===== src/rtl/core/csdc_pkg.sv =====
// Shared types, constants and the tempo ratio table of the clock synced
// delay control unit. No dependencies; imported by every module of the core.
package csdc_pkg;

    // Depth of the period store; legal range 2 to 16.
    localparam int CLOCK_TICKS = 4;
    localparam int CT_W        = (CLOCK_TICKS > 1) ? $clog2(CLOCK_TICKS) : 1;
    localparam int EDGE_W      = 5;
    localparam int TOT_W       = 32 + CT_W;

    localparam int FB_W    = 13;
    localparam int CLK_W   = 12;
    localparam int TIME_W  = 32;
    localparam int SMOOTH_W = 24;
    localparam int DIFF_W  = 25;
    localparam int DELAY_W = 24;

    localparam int S_TDATA_W = 88;
    localparam int M_TDATA_W = 40;

    localparam int CFG_IDX_W  = 2;
    localparam int CFG_DATA_W = 13;
    localparam logic [CFG_IDX_W-1:0] REG_MAX_FB   = 2'd0;
    localparam logic [CFG_IDX_W-1:0] REG_GATE_THR = 2'd1;

    localparam logic [FB_W-1:0]  MAX_FB_RESET   = 13'd3891;
    localparam logic [CLK_W-1:0] GATE_THR_RESET = 12'd2048;
    localparam logic [FB_W-1:0]  UNITY          = 13'd4096;

    localparam logic signed [DIFF_W-1:0] DEAD_BAND   = 25'sd83886;
    localparam logic signed [13:0]       SMOOTH_COEF = 14'sd4194;
    localparam int SMOOTH_SH = 22;

    localparam logic [DELAY_W-1:0] DELAY_MAX = 24'hFFFFFF;

    // Shared multiplier: signed operands, registered product.
    localparam int MUL_A_W = 33;
    localparam int MUL_B_W = 14;
    localparam int MUL_P_W = MUL_A_W + MUL_B_W;

    // Shared divider: unsigned dividend, small divisor.
    localparam int DIV_W     = 45;
    localparam int DEN_W     = 6;
    localparam int DIV_CNT_W = $clog2(DIV_W + 1);

    localparam int FACTOR_W = 13;

    typedef struct packed {
        logic [FACTOR_W-1:0] factor;   // 48 * numerator
        logic [DEN_W-1:0]    den;
    } t_ratio;

    typedef struct packed {
        logic             start;
        logic [DIV_W-1:0] dividend;
        logic [DEN_W-1:0] divisor;
    } t_div_req;

    typedef struct packed {
        logic busy;
        logic done;
    } t_div_stat;

    function automatic t_ratio ratio_of(input logic [FB_W-1:0] pot);
        t_ratio r;
        if (pot == 13'd0) begin
            r = '{factor: 13'd48, den: 6'd8};
        end else if (pot <= 13'd409) begin
            r = '{factor: 13'd48, den: 6'd4};
        end else if (pot <= 13'd819) begin
            r = '{factor: 13'd48, den: 6'd3};
        end else if (pot <= 13'd1228) begin
            r = '{factor: 13'd48, den: 6'd2};
        end else if (pot <= 13'd1638) begin
            r = '{factor: 13'd96, den: 6'd3};
        end else if (pot <= 13'd2048) begin
            r = '{factor: 13'd48, den: 6'd1};
        end else if (pot <= 13'd2457) begin
            r = '{factor: 13'd96, den: 6'd1};
        end else if (pot <= 13'd2867) begin
            r = '{factor: 13'd4800, den: 6'd33};
        end else if (pot <= 13'd3276) begin
            r = '{factor: 13'd192, den: 6'd1};
        end else if (pot <= 13'd3686) begin
            r = '{factor: 13'd240, den: 6'd1};
        end else begin
            r = '{factor: 13'd384, den: 6'd1};
        end
        return r;
    endfunction

endpackage


===== src/rtl/core/csdc_mul.sv =====
// Shared signed multiplier with a registered product.
// Depends on csdc_pkg for operand widths.
module csdc_mul
    import csdc_pkg::*;
(
    input  logic                      i_clk,
    input  logic signed [MUL_A_W-1:0] i_a,
    input  logic signed [MUL_B_W-1:0] i_b,
    output logic signed [MUL_P_W-1:0] o_p
);

    logic signed [MUL_P_W-1:0] r_p;

    always_ff @(posedge i_clk) begin
        r_p <= MUL_P_W'(i_a) * MUL_P_W'(i_b);
    end

    assign o_p = r_p;

endmodule


===== src/rtl/core/csdc_div.sv =====
// Restoring radix-2 divider, one quotient bit per cycle.
// Depends on csdc_pkg for widths and the request/status structs.
module csdc_div
    import csdc_pkg::*;
(
    input  logic             i_clk,
    input  logic             i_rst_n,
    input  t_div_req         i_req,
    output t_div_stat        o_stat,
    output logic [DIV_W-1:0] o_quo
);

    logic                 r_busy;
    logic                 r_done;
    logic [DIV_CNT_W-1:0] r_cnt;
    logic [DEN_W-1:0]     r_rem;
    logic [DEN_W-1:0]     r_den;
    logic [DIV_W-1:0]     r_quo;

    logic [DEN_W:0] n_trial;
    logic           n_fit;

    always_comb begin
        n_trial = {r_rem, r_quo[DIV_W-1]};
        n_fit   = (n_trial >= {1'b0, r_den});
    end

    always_ff @(posedge i_clk) begin
        if (!i_rst_n) begin
            r_busy <= 1'b0;
            r_done <= 1'b0;
            r_cnt  <= '0;
        end else begin
            r_done <= 1'b0;
            if (i_req.start) begin
                r_busy <= 1'b1;
                r_cnt  <= DIV_CNT_W'(DIV_W);
            end else if (r_busy) begin
                r_cnt <= r_cnt - 1'b1;
                if (r_cnt == DIV_CNT_W'(1)) begin
                    r_busy <= 1'b0;
                    r_done <= 1'b1;
                end
            end
        end
    end

    // Datapath: shift dividend out at the top, quotient in at the bottom.
    always_ff @(posedge i_clk) begin
        if (i_req.start) begin
            r_quo <= i_req.dividend;
            r_den <= i_req.divisor;
            r_rem <= '0;
        end else if (r_busy) begin
            r_quo <= {r_quo[DIV_W-2:0], n_fit};
            r_rem <= n_fit ? DEN_W'(n_trial - {1'b0, r_den}) : n_trial[DEN_W-1:0];
        end
    end

    assign o_stat = '{busy: r_busy, done: r_done};
    assign o_quo  = r_quo;

endmodule


===== src/rtl/core/clock_synced_delay_control_unit.sv =====
// Top level of the clock synced delay control unit: sequencer, state and I/O.
// Depends on csdc_pkg, csdc_mul and csdc_div.
//
// Usage:
//   One control update enters per slave-side transaction (i_s_*). It carries
//   both pots, the clock CV, the feedback CV and a millisecond time stamp.
//   Each update yields exactly one master-side transaction (o_m_*) with the
//   delay in samples, the feedback gain and, in tuser, the tempo update flag.
//   The configuration channel (i_cfg_*) writes max_feedback (index 0) and
//   gate_threshold (index 1); it is always ready. The user is to use it only
//   while idle; the block itself does not enforce this.
// Sequence:
//   An update passes the feedback states S_FB1 to S_FB4, the edge state
//   S_EDGE, S_DLY1 and S_DLY2 to form the delay product and start the divide,
//   S_DLYW on the shared 45-step divider and S_OUT to load the output. An
//   update that closes a run of CLOCK_TICKS edges adds S_SUM over the store
//   and S_AVG. Input is ready only in S_IDLE. Only one update is in work.
// Reset and stall:
//   Synchronous active-low reset clears the period store, the edge state,
//   the smoother and the average, and loads the register defaults.
//   A result waits in the output register while the receiver stalls; the
//   next update is accepted meanwhile and holds in its final step until
//   the output register frees up.
module clock_synced_delay_control_unit
    import csdc_pkg::*;
(
    input  logic                  i_clk,
    input  logic                  i_rst_n,

    input  logic                  i_s_tvalid,
    output logic                  o_s_tready,
    // [12:0] feedback_pot, [25:13] divisor_pot, [37:26] clock_cv,
    // [50:38] feedback_cv, [82:51] now_ms, [87:83] zero
    input  logic [S_TDATA_W-1:0]  i_s_tdata,

    output logic                  o_m_tvalid,
    input  logic                  i_m_tready,
    // [23:0] delay_samples, [36:24] feedback_gain, [39:37] zero
    output logic [M_TDATA_W-1:0]  o_m_tdata,
    // [0] tempo_updated
    output logic [0:0]            o_m_tuser,

    input  logic                  i_cfg_valid,
    output logic                  o_cfg_ready,
    input  logic [CFG_IDX_W-1:0]  i_cfg_index,
    input  logic [CFG_DATA_W-1:0] i_cfg_data
);

    typedef enum logic [3:0] {
        S_IDLE, S_FB1, S_FB2, S_FB3, S_FB4, S_EDGE, S_SUM,
        S_AVG, S_DLY1, S_DLY2, S_DLYW, S_OUT
    } t_state;

    t_state r_state;

    // Configuration registers
    logic [FB_W-1:0]  r_max_fb;
    logic [CLK_W-1:0] r_gate_thr;

    // Latched input transaction
    logic [FB_W-1:0]        r_fb_pot;
    logic [FB_W-1:0]        r_div_pot;
    logic [CLK_W-1:0]       r_clk_cv;
    logic signed [FB_W-1:0] r_fb_cv;
    logic [TIME_W-1:0]      r_now;

    // Block state
    logic                       r_gate_was;
    logic [EDGE_W-1:0]          r_edge_cnt;
    logic [TIME_W-1:0]          r_last_ms;
    logic                       r_last_valid;
    logic [TIME_W-1:0]          r_store [CLOCK_TICKS];
    logic [TIME_W-1:0]          r_avg;
    logic signed [SMOOTH_W-1:0] r_smooth;

    // Per-update working registers
    logic                r_band;
    logic [FB_W-1:0]     r_gain;
    logic                r_upd;
    logic [CT_W-1:0]     r_sum_idx;
    logic [TOT_W-1:0]    r_total;
    logic [DELAY_W-1:0]  r_delay;

    // Output register
    logic                r_m_valid;
    logic [DELAY_W-1:0]  r_m_delay;
    logic [FB_W-1:0]     r_m_gain;
    logic                r_m_upd;

    // Shared units
    logic signed [MUL_A_W-1:0] n_mul_a;
    logic signed [MUL_B_W-1:0] n_mul_b;
    logic signed [MUL_P_W-1:0] w_mul_p;
    t_div_req                  n_div_req;
    t_div_stat                 w_div_stat;
    logic [DIV_W-1:0]          w_div_quo;

    // Combinational helpers
    logic signed [DIFF_W-1:0]   n_diff;
    logic signed [MUL_P_W-1:0]  n_step;
    logic signed [DIFF_W-1:0]   n_smooth_ext;
    logic signed [SMOOTH_W-1:0] n_smooth_sh;
    logic signed [14:0]         n_fb_sum;
    logic [FB_W-1:0]            n_fb_clamp;
    logic [FB_W-1:0]            n_mf;
    t_ratio                     n_ratio;
    logic                       n_gate;
    logic [EDGE_W-1:0]          n_cnt_inc;
    logic [CT_W-1:0]            n_wr_idx;
    logic                       n_wr_en;

    assign o_cfg_ready = 1'b1;
    assign o_s_tready  = (r_state == S_IDLE);

    always_comb begin
        // Distance of the smoother from the scaled CV, both as Q0.23
        n_diff = $signed({r_fb_cv, 11'd0}) - DIFF_W'(r_smooth);
        // Floor of diff * coef / 2^22 comes out of an arithmetic shift
        n_step = w_mul_p >>> SMOOTH_SH;
        n_smooth_ext = $signed({r_smooth[SMOOTH_W-1], r_smooth})
                     + $signed(n_step[DIFF_W-1:0]);

        n_smooth_sh = r_smooth >>> 11;
        n_fb_sum    = $signed(n_smooth_sh[14:0]) + $signed({2'b00, r_fb_pot});
        if (n_fb_sum < 15'sd0) begin
            n_fb_clamp = '0;
        end else if (n_fb_sum > 15'sd4096) begin
            n_fb_clamp = UNITY;
        end else begin
            n_fb_clamp = n_fb_sum[FB_W-1:0];
        end
        n_mf = (r_max_fb > UNITY) ? UNITY : r_max_fb;

        n_ratio = ratio_of(r_div_pot);

        n_gate    = (r_clk_cv >= r_gate_thr);
        n_cnt_inc = r_edge_cnt + 1'b1;
        n_wr_idx  = (n_cnt_inc == EDGE_W'(CLOCK_TICKS)) ? '0 : n_cnt_inc[CT_W-1:0];
        n_wr_en   = (r_state == S_EDGE) && n_gate && !r_gate_was && r_last_valid;
    end

    // Operand selection for the shared multiplier and divider
    always_comb begin
        n_mul_a   = '0;
        n_mul_b   = '0;
        n_div_req = '{start: 1'b0, dividend: '0, divisor: '0};
        unique case (r_state)
            S_FB1: begin
                n_mul_a = MUL_A_W'(n_diff);
                n_mul_b = SMOOTH_COEF;
            end
            S_FB3: begin
                n_mul_a = $signed({20'd0, n_fb_clamp});
                n_mul_b = $signed({1'b0, n_mf});
            end
            S_DLY1: begin
                n_mul_a = $signed({1'b0, r_avg});
                n_mul_b = $signed({1'b0, n_ratio.factor});
            end
            S_DLY2: begin
                n_div_req = '{start: 1'b1, dividend: w_mul_p[DIV_W-1:0],
                              divisor: n_ratio.den};
            end
            default: begin
            end
        endcase
    end

    csdc_mul u_mul (
        .i_clk (i_clk),
        .i_a   (n_mul_a),
        .i_b   (n_mul_b),
        .o_p   (w_mul_p)
    );

    csdc_div u_div (
        .i_clk   (i_clk),
        .i_rst_n (i_rst_n),
        .i_req   (n_div_req),
        .o_stat  (w_div_stat),
        .o_quo   (w_div_quo)
    );

    // Period store: cleared at reset, written on a timed rising edge
    always_ff @(posedge i_clk) begin
        if (!i_rst_n) begin
            for (int i = 0; i < CLOCK_TICKS; i++) begin
                r_store[i] <= '0;
            end
        end else if (n_wr_en) begin
            r_store[n_wr_idx] <= r_now - r_last_ms;
        end
    end

    // Latch the input transaction
    always_ff @(posedge i_clk) begin
        if (i_s_tvalid && o_s_tready) begin
            r_fb_pot  <= i_s_tdata[12:0];
            r_div_pot <= i_s_tdata[25:13];
            r_clk_cv  <= i_s_tdata[37:26];
            r_fb_cv   <= $signed(i_s_tdata[50:38]);
            r_now     <= i_s_tdata[82:51];
        end
    end

    // Sequencer, block state and output register
    always_ff @(posedge i_clk) begin
        if (!i_rst_n) begin
            r_state      <= S_IDLE;
            r_max_fb     <= MAX_FB_RESET;
            r_gate_thr   <= GATE_THR_RESET;
            r_gate_was   <= 1'b0;
            r_edge_cnt   <= '0;
            r_last_ms    <= '0;
            r_last_valid <= 1'b0;
            r_avg        <= '0;
            r_smooth     <= '0;
            r_m_valid    <= 1'b0;
        end else begin
            if (i_cfg_valid) begin
                unique case (i_cfg_index)
                    REG_MAX_FB:   r_max_fb   <= i_cfg_data;
                    REG_GATE_THR: r_gate_thr <= i_cfg_data[CLK_W-1:0];
                    default: begin
                    end
                endcase
            end

            // Load a finished result when the output register is free,
            // otherwise drop the result once the receiver takes it
            if ((r_state == S_OUT) && (!r_m_valid || i_m_tready)) begin
                r_m_valid <= 1'b1;
            end else if (r_m_valid && i_m_tready) begin
                r_m_valid <= 1'b0;
            end

            unique case (r_state)
                S_IDLE: begin
                    if (i_s_tvalid) begin
                        r_state <= S_FB1;
                    end
                end
                S_FB1: begin
                    r_band  <= (n_diff > DEAD_BAND) || (n_diff < -DEAD_BAND);
                    r_state <= S_FB2;
                end
                S_FB2: begin
                    // Move the smoother only outside the dead band
                    if (r_band) begin
                        r_smooth <= n_smooth_ext[SMOOTH_W-1:0];
                    end
                    r_state <= S_FB3;
                end
                S_FB3: begin
                    r_state <= S_FB4;
                end
                S_FB4: begin
                    r_gain  <= w_mul_p[24:12];
                    r_state <= S_EDGE;
                end
                S_EDGE: begin
                    if (n_gate && !r_gate_was) begin
                        if (n_cnt_inc >= EDGE_W'(CLOCK_TICKS)) begin
                            r_edge_cnt <= '0;
                        end else begin
                            r_edge_cnt <= n_cnt_inc;
                        end
                        r_last_ms    <= r_now;
                        r_last_valid <= 1'b1;
                    end
                    // A full run of timed edges closes with a new average
                    if (n_gate && !r_gate_was && r_last_valid
                            && (n_cnt_inc >= EDGE_W'(CLOCK_TICKS))) begin
                        r_upd     <= 1'b1;
                        r_sum_idx <= '0;
                        r_total   <= '0;
                        r_state   <= S_SUM;
                    end else begin
                        r_upd   <= 1'b0;
                        r_state <= S_DLY1;
                    end
                    r_gate_was <= n_gate;
                end
                S_SUM: begin
                    r_total   <= r_total + TOT_W'(r_store[r_sum_idx]);
                    r_sum_idx <= r_sum_idx + 1'b1;
                    if (r_sum_idx == CT_W'(CLOCK_TICKS - 1)) begin
                        r_state <= S_AVG;
                    end
                end
                S_AVG: begin
                    r_avg   <= TIME_W'(r_total / TOT_W'(CLOCK_TICKS));
                    r_state <= S_DLY1;
                end
                S_DLY1: begin
                    r_state <= S_DLY2;
                end
                S_DLY2: begin
                    r_state <= S_DLYW;
                end
                S_DLYW: begin
                    if (w_div_stat.done) begin
                        // Saturate the delay at the field maximum
                        if (w_div_quo > DIV_W'(DELAY_MAX)) begin
                            r_delay <= DELAY_MAX;
                        end else begin
                            r_delay <= w_div_quo[DELAY_W-1:0];
                        end
                        r_state <= S_OUT;
                    end
                end
                S_OUT: begin
                    // Hold until the output register is free
                    if (!r_m_valid || i_m_tready) begin
                        r_m_delay <= r_delay;
                        r_m_gain  <= r_gain;
                        r_m_upd   <= r_upd;
                        r_state   <= S_IDLE;
                    end
                end
                default: begin
                    r_state <= S_IDLE;
                end
            endcase
        end
    end

    assign o_m_tvalid = r_m_valid;
    assign o_m_tdata  = {3'd0, r_m_gain, r_m_delay};
    assign o_m_tuser  = r_m_upd;

`ifndef SYNTHESIS
    // Edge count always restarts before reaching the store depth
    a_edge_cnt_range: assert property (@(posedge i_clk) disable iff (!i_rst_n)
        r_edge_cnt < EDGE_W'(CLOCK_TICKS))
        else $error("edge count reached store depth");

    // The shared divider is never restarted while it iterates
    a_div_no_restart: assert property (@(posedge i_clk) disable iff (!i_rst_n)
        !(n_div_req.start && w_div_stat.busy))
        else $error("divider started while busy");

    // An accepted update blocks further input until it completes
    a_one_in_work: assert property (@(posedge i_clk) disable iff (!i_rst_n)
        (i_s_tvalid && o_s_tready) |=> !o_s_tready)
        else $error("second update accepted while one is in work");
`endif

endmodule

===== config.mk =====
export PLATFORM = sky130hd
export DESIGN_NAME = clock_synced_delay_control_unit
export DESIGN_NICKNAME = d
export VERILOG_FILES = /design/src/rtl/core/csdc_pkg.sv /design/src/rtl/core/csdc_mul.sv /design/src/rtl/core/csdc_div.sv /design/src/rtl/core/clock_synced_delay_control_unit.sv
export SDC_FILE = /design/constraint.sdc
export NUM_CORES = 2
export LEC_CHECK = 0
export ABC_CLOCK_PERIOD_IN_PS = 11900
export BUFFER_PORTS_ARGS = -buffer_cell sky130_fd_sc_hd__buf_4
export CORE_MARGIN = 2
export CORE_UTILIZATION = 40
export CTS_CLUSTER_DIAMETER = 120
export DETAILED_ROUTE_END_ITERATION = 7
export PLACE_DENSITY_LB_ADDON = 0.08
export SYNTH_ARGS = -nofsm -noshare
export SYNTH_HDL_FRONTEND = slang
export SYNTH_SLANG_ARGS = --single-unit
export TNS_END_PERCENT = 50

===== constraint.sdc =====
create_clock -name i_clk -period 11.9 [get_ports i_clk]
set_input_delay 0.595 -clock i_clk [delete_from_list [all_inputs] [get_ports i_clk]]
set_output_delay 0.595 -clock i_clk [all_outputs]
set_load 0.01 [all_outputs]

## After elaboration in Yosys (flattened, before gate mapping)

Memories as Yosys holds them, arrays and structs flattened. A register that Yosys moved wholly into a read port is not among the register bits.
Cells that the tools add are included.

| storage, ports and cells | value |
|---|---|
| input port bits | 108 |
| register bits after elaboration | 432 |
| word-level logic and storage cells | 173 |
| bits in writable memories | 128 |
| output and inout bits | 44 |
| bits in latches | 0 |
| memory bits (read-only) | 0 |
| memories | 1 |

Memories:

| name | words | bits a word | read ports | clocked after memory_dff | wr ports | line | RTL |
|---|---|---|---|---|---|---|---|
| r_store | 4 | 32 | 1 | 1 | 4 | clock_synced_delay_control_unit.sv:72 | `logic [TIME_W-1:0] r_store [CLOCK_TICKS];` |

| cells by class | value |
|---|---|
| bitwise operators | 3 |
| div/mod/pow operators | 0 |
| eq/ne operators | 20 |
| magnitude comparators | 18 |
| mux-type cells | 48 |
| add/sub/neg operators | 9 |
| shift-type cells | 0 |
| reduce and logical (&&, ||, !) cells | 37 |
| multiply operators | 1 |

Operator list:

| operator | number |
|---|---|
| $mux 19 | 8 |
| $pmux 33 s3 | 1 |
| $mux 45 | 2 |
| $pmux 34 s2 | 1 |
| $le 13x12->1 const B | 5 |
| $mux 52 | 1 |
| $pmux 4 s12 | 1 |
| $mul 33x14->46 | 1 |
| $gt 45x24->1 const B | 1 |
| $mux 13 | 3 |
| $pmux 13 s3 | 1 |
| $add 34x32->34 | 1 |
| $mux 34 | 1 |
| $mux 32 | 1 |
| $reduce_or 32->1 | 1 |
| $sub 32x32->32 | 1 |
| $mux 15 | 2 |
| $le 13x11->1 const B | 2 |
| $gt 25x18->1 const B | 1 |
| $lt 25x18->1 const B | 1 |
| $sub 24x24->25 | 1 |
| $add 24x24->24 | 1 |
| $mux 4 | 5 |
| $mux 6 | 3 |
| 42 further kinds | 90 |

## Depth between registers and ports, before layout

| depth | value |
|---|---|
| depth in word-level cells | 13 |
| depth in mapped cells | 36 |
| depth with buffers taken out | 35 |

## Modules after synthesis

Synthesis repeated with hierarchy kept, for this count alone.

| second synthesis, totals | value |
|---|---|
| cells, all modules | 4386 |
| area total of the unflattened synthesis | 43573.0 um^2 |

Modules (own cells, without submodules):

| module | instances | cells an instance | area each (um^2) |
|---|---|---|---|
| clock_synced_delay_control_unit | 1 | 2283 | 23573.9 |
| csdc_mul | 1 | 1889 | 16980.0 |
| csdc_div | 1 | 214 | 3019.1 |

## Worst setup path after synthesis

No wires, ideal clock.

| timing | value |
|---|---|
| path kind | flip-flop to flip-flop |
| from | register r_fb_pot[0] |
| to | register u_mul.r_p[42] (netlist: u_mul.o_p[42]) |
| data required time | 11781 ps |
| stages on the path, launching flop included | 36 |
| data arrival time | 8356 ps |
| setup slack | 3425 ps |
| clock period less this slack | 8475 ps |
| cells stage by stage | edfxtp_1 > ha_1 > fa_1 > a211oi_1 > o21ai_1 > a21boi_0 > nor2_1 > a21o_1 > a21oi_1 > xnor2_1 > o21ai_1 > o21a_1 > nor2_1 > fa_1 > inv_1 > fa_1 > inv_1 > fa_1 > inv_1 > fa_1 > inv_1 > fa_1 > inv_1 > fa_1 > inv_1 > ha_1 > nand2_1 > o21ai_0 > a21boi_0 > a31oi_1 > o31ai_1 > a31o_2 > a31oi_1 > nor4_1 > nor2_1 > xnor2_1 |

| on the way | value |
|---|---|
| longest elaborated chain between the ends | 6 |
| elaborated cells on any way between the ends | 7 |
| classes of those cells | 1 x add/sub; 1 x mul; 2 x order compare; 3 x mux |

RTL lines:

| item | line | RTL |
|---|---|---|
| from (decl) | clock_synced_delay_control_unit.sv:61 | `logic [FB_W-1:0] r_fb_pot;` |
| from (signal assigned) | clock_synced_delay_control_unit.sv:198 | `r_fb_pot <= i_s_tdata[12:0];` |
| $add 13x14->15 (*) | clock_synced_delay_control_unit.sv:124 | `n_fb_sum = $signed(n_smooth_sh[14:0]) + $signed({2'b00, r_fb_pot});` |
| $gt 15x14->1 | clock_synced_delay_control_unit.sv:127 | `end else if (n_fb_sum > 15'sd4096) begin` |
| $mux 13 | clock_synced_delay_control_unit.sv:127 |  |
| $mux 13 (*) | clock_synced_delay_control_unit.sv:125 | `if (n_fb_sum < 15'sd0) begin` |
| $pmux 33 s3 (*) | clock_synced_delay_control_unit.sv:147 | `unique case (r_state)` |
| $mul 33x14->46 (*) | csdc_mul.sv:15 | `r_p <= MUL_P_W'(i_a) * MUL_P_W'(i_b);` |
| to (signal assigned) | csdc_mul.sv:15 |  |
| to (decl) | csdc_mul.sv:12 | `logic signed [MUL_P_W-1:0] r_p;` |

Mark *: on every way between the ends. The rest lies on a longest branch, timed or not.
A chain may end at the register's enable or synchronous reset.

## Worst setup path after layout

| timing | value |
|---|---|
| from | register r_fb_pot[0] |
| to | register u_mul.r_p[45] (netlist: u_mul.o_p[45]) |

The elaborated chain is that of the path after synthesis.

==> results by group <==
Floorplan
  – Initial core utilization: around two fifths
  – Cell Rows: 117
  – # IOs: between 150 and 200
  – Die ar.: between 100000 and 150000 µm²
  – Core area: a little over 100000 µm²
  – Die Span Y: about 320 µm
  – Die W: around 320 µm

CTS
  – Number of buffers created by CTS: approximately 70
  – CTS tree: done
  – Clock slew at reported path FFs: ~0.060 ns
  – CTS max path bufs: 3
  – Clock Root Buffer: clkbuf_16
  – CTS H-tree depth: 3
  – Worst skew pair latency: about 0.64 ns
  – # Post-CTS Setup Buffers: 0
  – Cts repair resizes: 0
  – Hold_buf cts: 0
  – CTS sink cnt: 561

Synth
  – Synthesized instance count: approximately 4100
  – Syn_area_per_cell: 9.85 µm²
  – Post-Synth XOR/XNOR Area: under 10%
  – EDFF count, synth: between 300 and 400
  – Largest family of logic cells by synthesized area: adder cells
  – Post-Synth Simple-Gate Area: between 10 and 15%
  – Mux contribution to synthesized area: under 10%
  – Async SR Flop Fraction: 0%
  – Post-Synth Adder-Cell Area: a little over a quarter
  – Main flop type after synthesis: edfxtp_1
  – Synth unique cells: 90
  – Sequential element share of the synthesized area: a little under two fifths
  – Yosys warning count: 0
  – Flop and latch count out of synthesis: ~560
  – Compound-gate portion of the synthesized area: 9.99%
  – Post-synthesis cell area: roughly 41000 µm²

Routing
  – Number of nets with antenna violations after routing: 0
  – DRT Pass-1 Iters: 5
  – Final Routed Wirelength: roughly 110000 µm
  – Vias/cell: between 4 and 5
  – DR DRC count: 0
  – 1st-iter DRT viols: 1652
  – Vias: 28700
  – DR WL/cell: between 15 and 20 µm

Critical path
  – Critical path depth: 33
  – WP data arrival: between 10 and 15 ns
  – CP Buf/Inv Count: 5
  – Crit start category: flip-flop
  – WP data required: around 12 ns
  – Crit. End Element: flip-flop
  – Delay-heaviest family, CP: compound AO/OA/AOI/OAI gates
  – Worst reg-to-reg path cell count: 33
  – Critical Path Max Stage Delay: between 0.8 and 0.9 ns
  – Crit path max-delay cell type: a221oi_1
  – Critical Path Source: r_fb_pot[0]$_DFFE_PP_
  – R2r endpoint: u_mul.o_p[45]$_DFF_P_
  – WS Path Type: reg -> reg
  – Reg2reg setup slack: ~1.6 ns
  – Worst R2R Start: r_fb_pot[0]$_DFFE_PP_
  – Crit path capture: u_mul.o_p[45]$_DFF_P_
  – CP most frequent cell: fa_1
  – Worst-path maximum fanout: 5

Power
  – Final Power: about 9.8 mW
  – Worst-case vdd ir drop: 0.363 mV
  – Pleak: 19.6 nW
  – Pwr per Cell Area: around 210 nW/µm²

Final layout
  – Synth-to-Final Area Change: 13.3%
  – Number of diodes: 0
  – Share of cells above drive strength 1: between 8 and 9%
  – Layout Nets: roughly 5100
  – # fillers: between 9000 and 10000

STA
  – Slew @ Worst Pin: 1.14 ns
  – Setup TNS: 0 ns
  – Fmax: 0.0974 GHz
  – Setup Viol. Count Final: 0
  – Slew headroom: a little under a quarter
  – Slew Viols, Final: 0
  – Worst hold margin: about 0.12 ns
  – Final Hold Fails: 0
  – Unrepaired setup endpoints after global routing: false
  – Clk_skew: around 0.033 ns
  – Tmin final: about 10 ns
  – Period utilization: between 80% and 90%

Placement
  – I/O Buffers: 142
  – Routability Congestion: 0.862
  – Hpwl dp: 83100 µm

GRT
  – Initial antenna violation count: 0
  – Global-route wire length before repair: approximately 170000 µm
  – Vias in the first global route: 29400
  – Total track usage: 20.8%
  – Largest net degree at the start of global routing: 58
  – GRT overflow: 0

Status
  – Outcome: finished, final reports clean

Hold path
  – Hold Crit Start: i_s_tdata[61]
  – Hold WC Path Type: in -> reg

Run
  – Maxcap violations: 0
==> cell families (layout without fill, tap and decap cells) <==
| family | after synthesis | count (layout) |
|---|---|---|
| flip-flops | 561 | 561 |
| AO/OA/AOI/OAI | 655 | 655 |
| multiplexers | 39 | 39 |
| XOR/XNOR | 154 | 154 |
| other | 2 | 127 |
| AND/OR/NAND/NOR | 1384 | 1384 |
| adder cells (fa/ha/maj) | 632 | 632 |
| buffers and inverters | 715 | 878 |
==> sequential cells by signal, summed over array words and instances, names as in the netlist, 2 cells and up, named ones only <==
register and flops:
u_div.r_rem 6, r_m_gain 13, u_div.o_quo 45, r_m_delay 24
r_delay 24, r_gate_thr 12, r_now 32, u_div.r_cnt 6
r_gain 13, r_smooth 24, r_div_pot 13, r_last_ms 32
r_avg 32, r_sum_idx 2, r_max_fb 13, r_fb_cv 13
r_state 4, r_total 34, r_clk_cv 12, r_store 128
r_edge_cnt 5, r_fb_pot 13, u_div.r_den 5, u_mul.o_p 46
==> cell usage after synthesis, types with 18 or more instances <==
master / number / area [µm²]
nand4_1: 23 / 144
edfxtp_1: 374 / 11200
nand3_1: 55 / 275
nand2_1: 648 / 2430
xor2_1: 74 / 648
and2_1: 27 / 169
a21o_1: 67 / 503
o21a_1: 33 / 248
ha_1: 242 / 3030
nand2b_1: 51 / 319
nor3_1: 36 / 180
nor2_1: 393 / 1480
nor2b_1: 46 / 288
dfxtp_1: 187 / 3740
mux4_2: 32 / 721
inv_1: 564 / 2120
and3_1: 18 / 113
fa_1: 390 / 7810
a21oi_1: 272 / 1360
a211oi_1: 32 / 240
xnor2_1: 80 / 701
clkbuf_1: 131 / 492
o21ai_0: 97 / 485
==> power breakdown <==
part           internal [mW]  switching [mW]
clock                   1.29           0.883
sequential              2.29           0.120
combinational           2.04            3.16
total                   5.62            4.16
==> worst min-delay path by stage <==
stage,cells after the start,to,slack [ns]
floorplan,0,o_m_tuser$_DFFE_PP_,0.40
global placement,0,r_m_delay[6]$_DFFE_PP_,0.40
detailed placement,0,r_m_delay[10]$_DFFE_PP_,0.40
CTS,1,r_now[27]$_DFFE_PP_,0.07
global route,1,r_now[27]$_DFFE_PP_,0.09
finish,1,r_now[10]$_DFFE_PP_,0.12
==> per-stage QoR <==
step	instance area, µm²	util, %	setup WS [ns]	instances
global route	46300	45.6	1.18	5798
floorplan	41300	-	3.42	4267
global placement	43900	43.3	1.75	5672
detailed placement	43900	43.3	1.77	5672
finish	46300	45.6	1.64	5798
CTS	46300	45.6	1.71	5798
==> layer usage <==
| metal | global-route usage, % | vias to the layer above | wire length, µm |
|---|---|---|---|
| li1 | - | 14000 | - |
| met4 | 5.82 | 0 | 2800 |
| met3 | 3.63 | 124 | 5030 |
| met1 | 27.9 | 14000 | 47900 |
| met2 | 34.7 | 511 | 49500 |
| met5 | 0 | - | 0 |
==> placed cells by master, fill, tap and decap left out, types with 15 or more instances in the layout <==
master | Yosys | final
nand2_1 | 648 | 645
inv_1 | 564 | 563
nor2_1 | 393 | 391
fa_1 | 390 | 390
edfxtp_1 | 374 | 374
a21oi_1 | 272 | 271
ha_1 | 242 | 242
buf_4 | 4 | 186
dfxtp_1 | 187 | 185
conb_1 | 2 | 127
o21ai_0 | 97 | 97
xnor2_1 | 80 | 80
xor2_1 | 74 | 74
clkbuf_16 | 0 | 71
a21o_1 | 67 | 67
nand3_1 | 55 | 53
nand2b_1 | 51 | 50
nor2b_1 | 46 | 46
nor3_1 | 36 | 34
o21a_1 | 33 | 33
a211oi_1 | 32 | 32
mux4_2 | 32 | 32
and2_1 | 27 | 26
nand4_1 | 23 | 23
clkbuf_1 | 131 | 22
and3_1 | 18 | 18
a31oi_1 | 17 | 17
nor4_1 | 16 | 15
o21bai_1 | 15 | 15
==> cell type report <==
type	instances	area (µm²)	share of cell area, %
Multi-Input combinational cell	2991	23700	51.2
Inverter	566	2130	4.60
Clock buffer	96	1900	4.11
Timing Repair Buffer	186	1400	3.02
Clock inverter	30	460	0.996
Sequential cell	561	15000	32.4
Tap cell	1368	1710	3.70
Note: power is estimated with default switching activity, not from simulation.
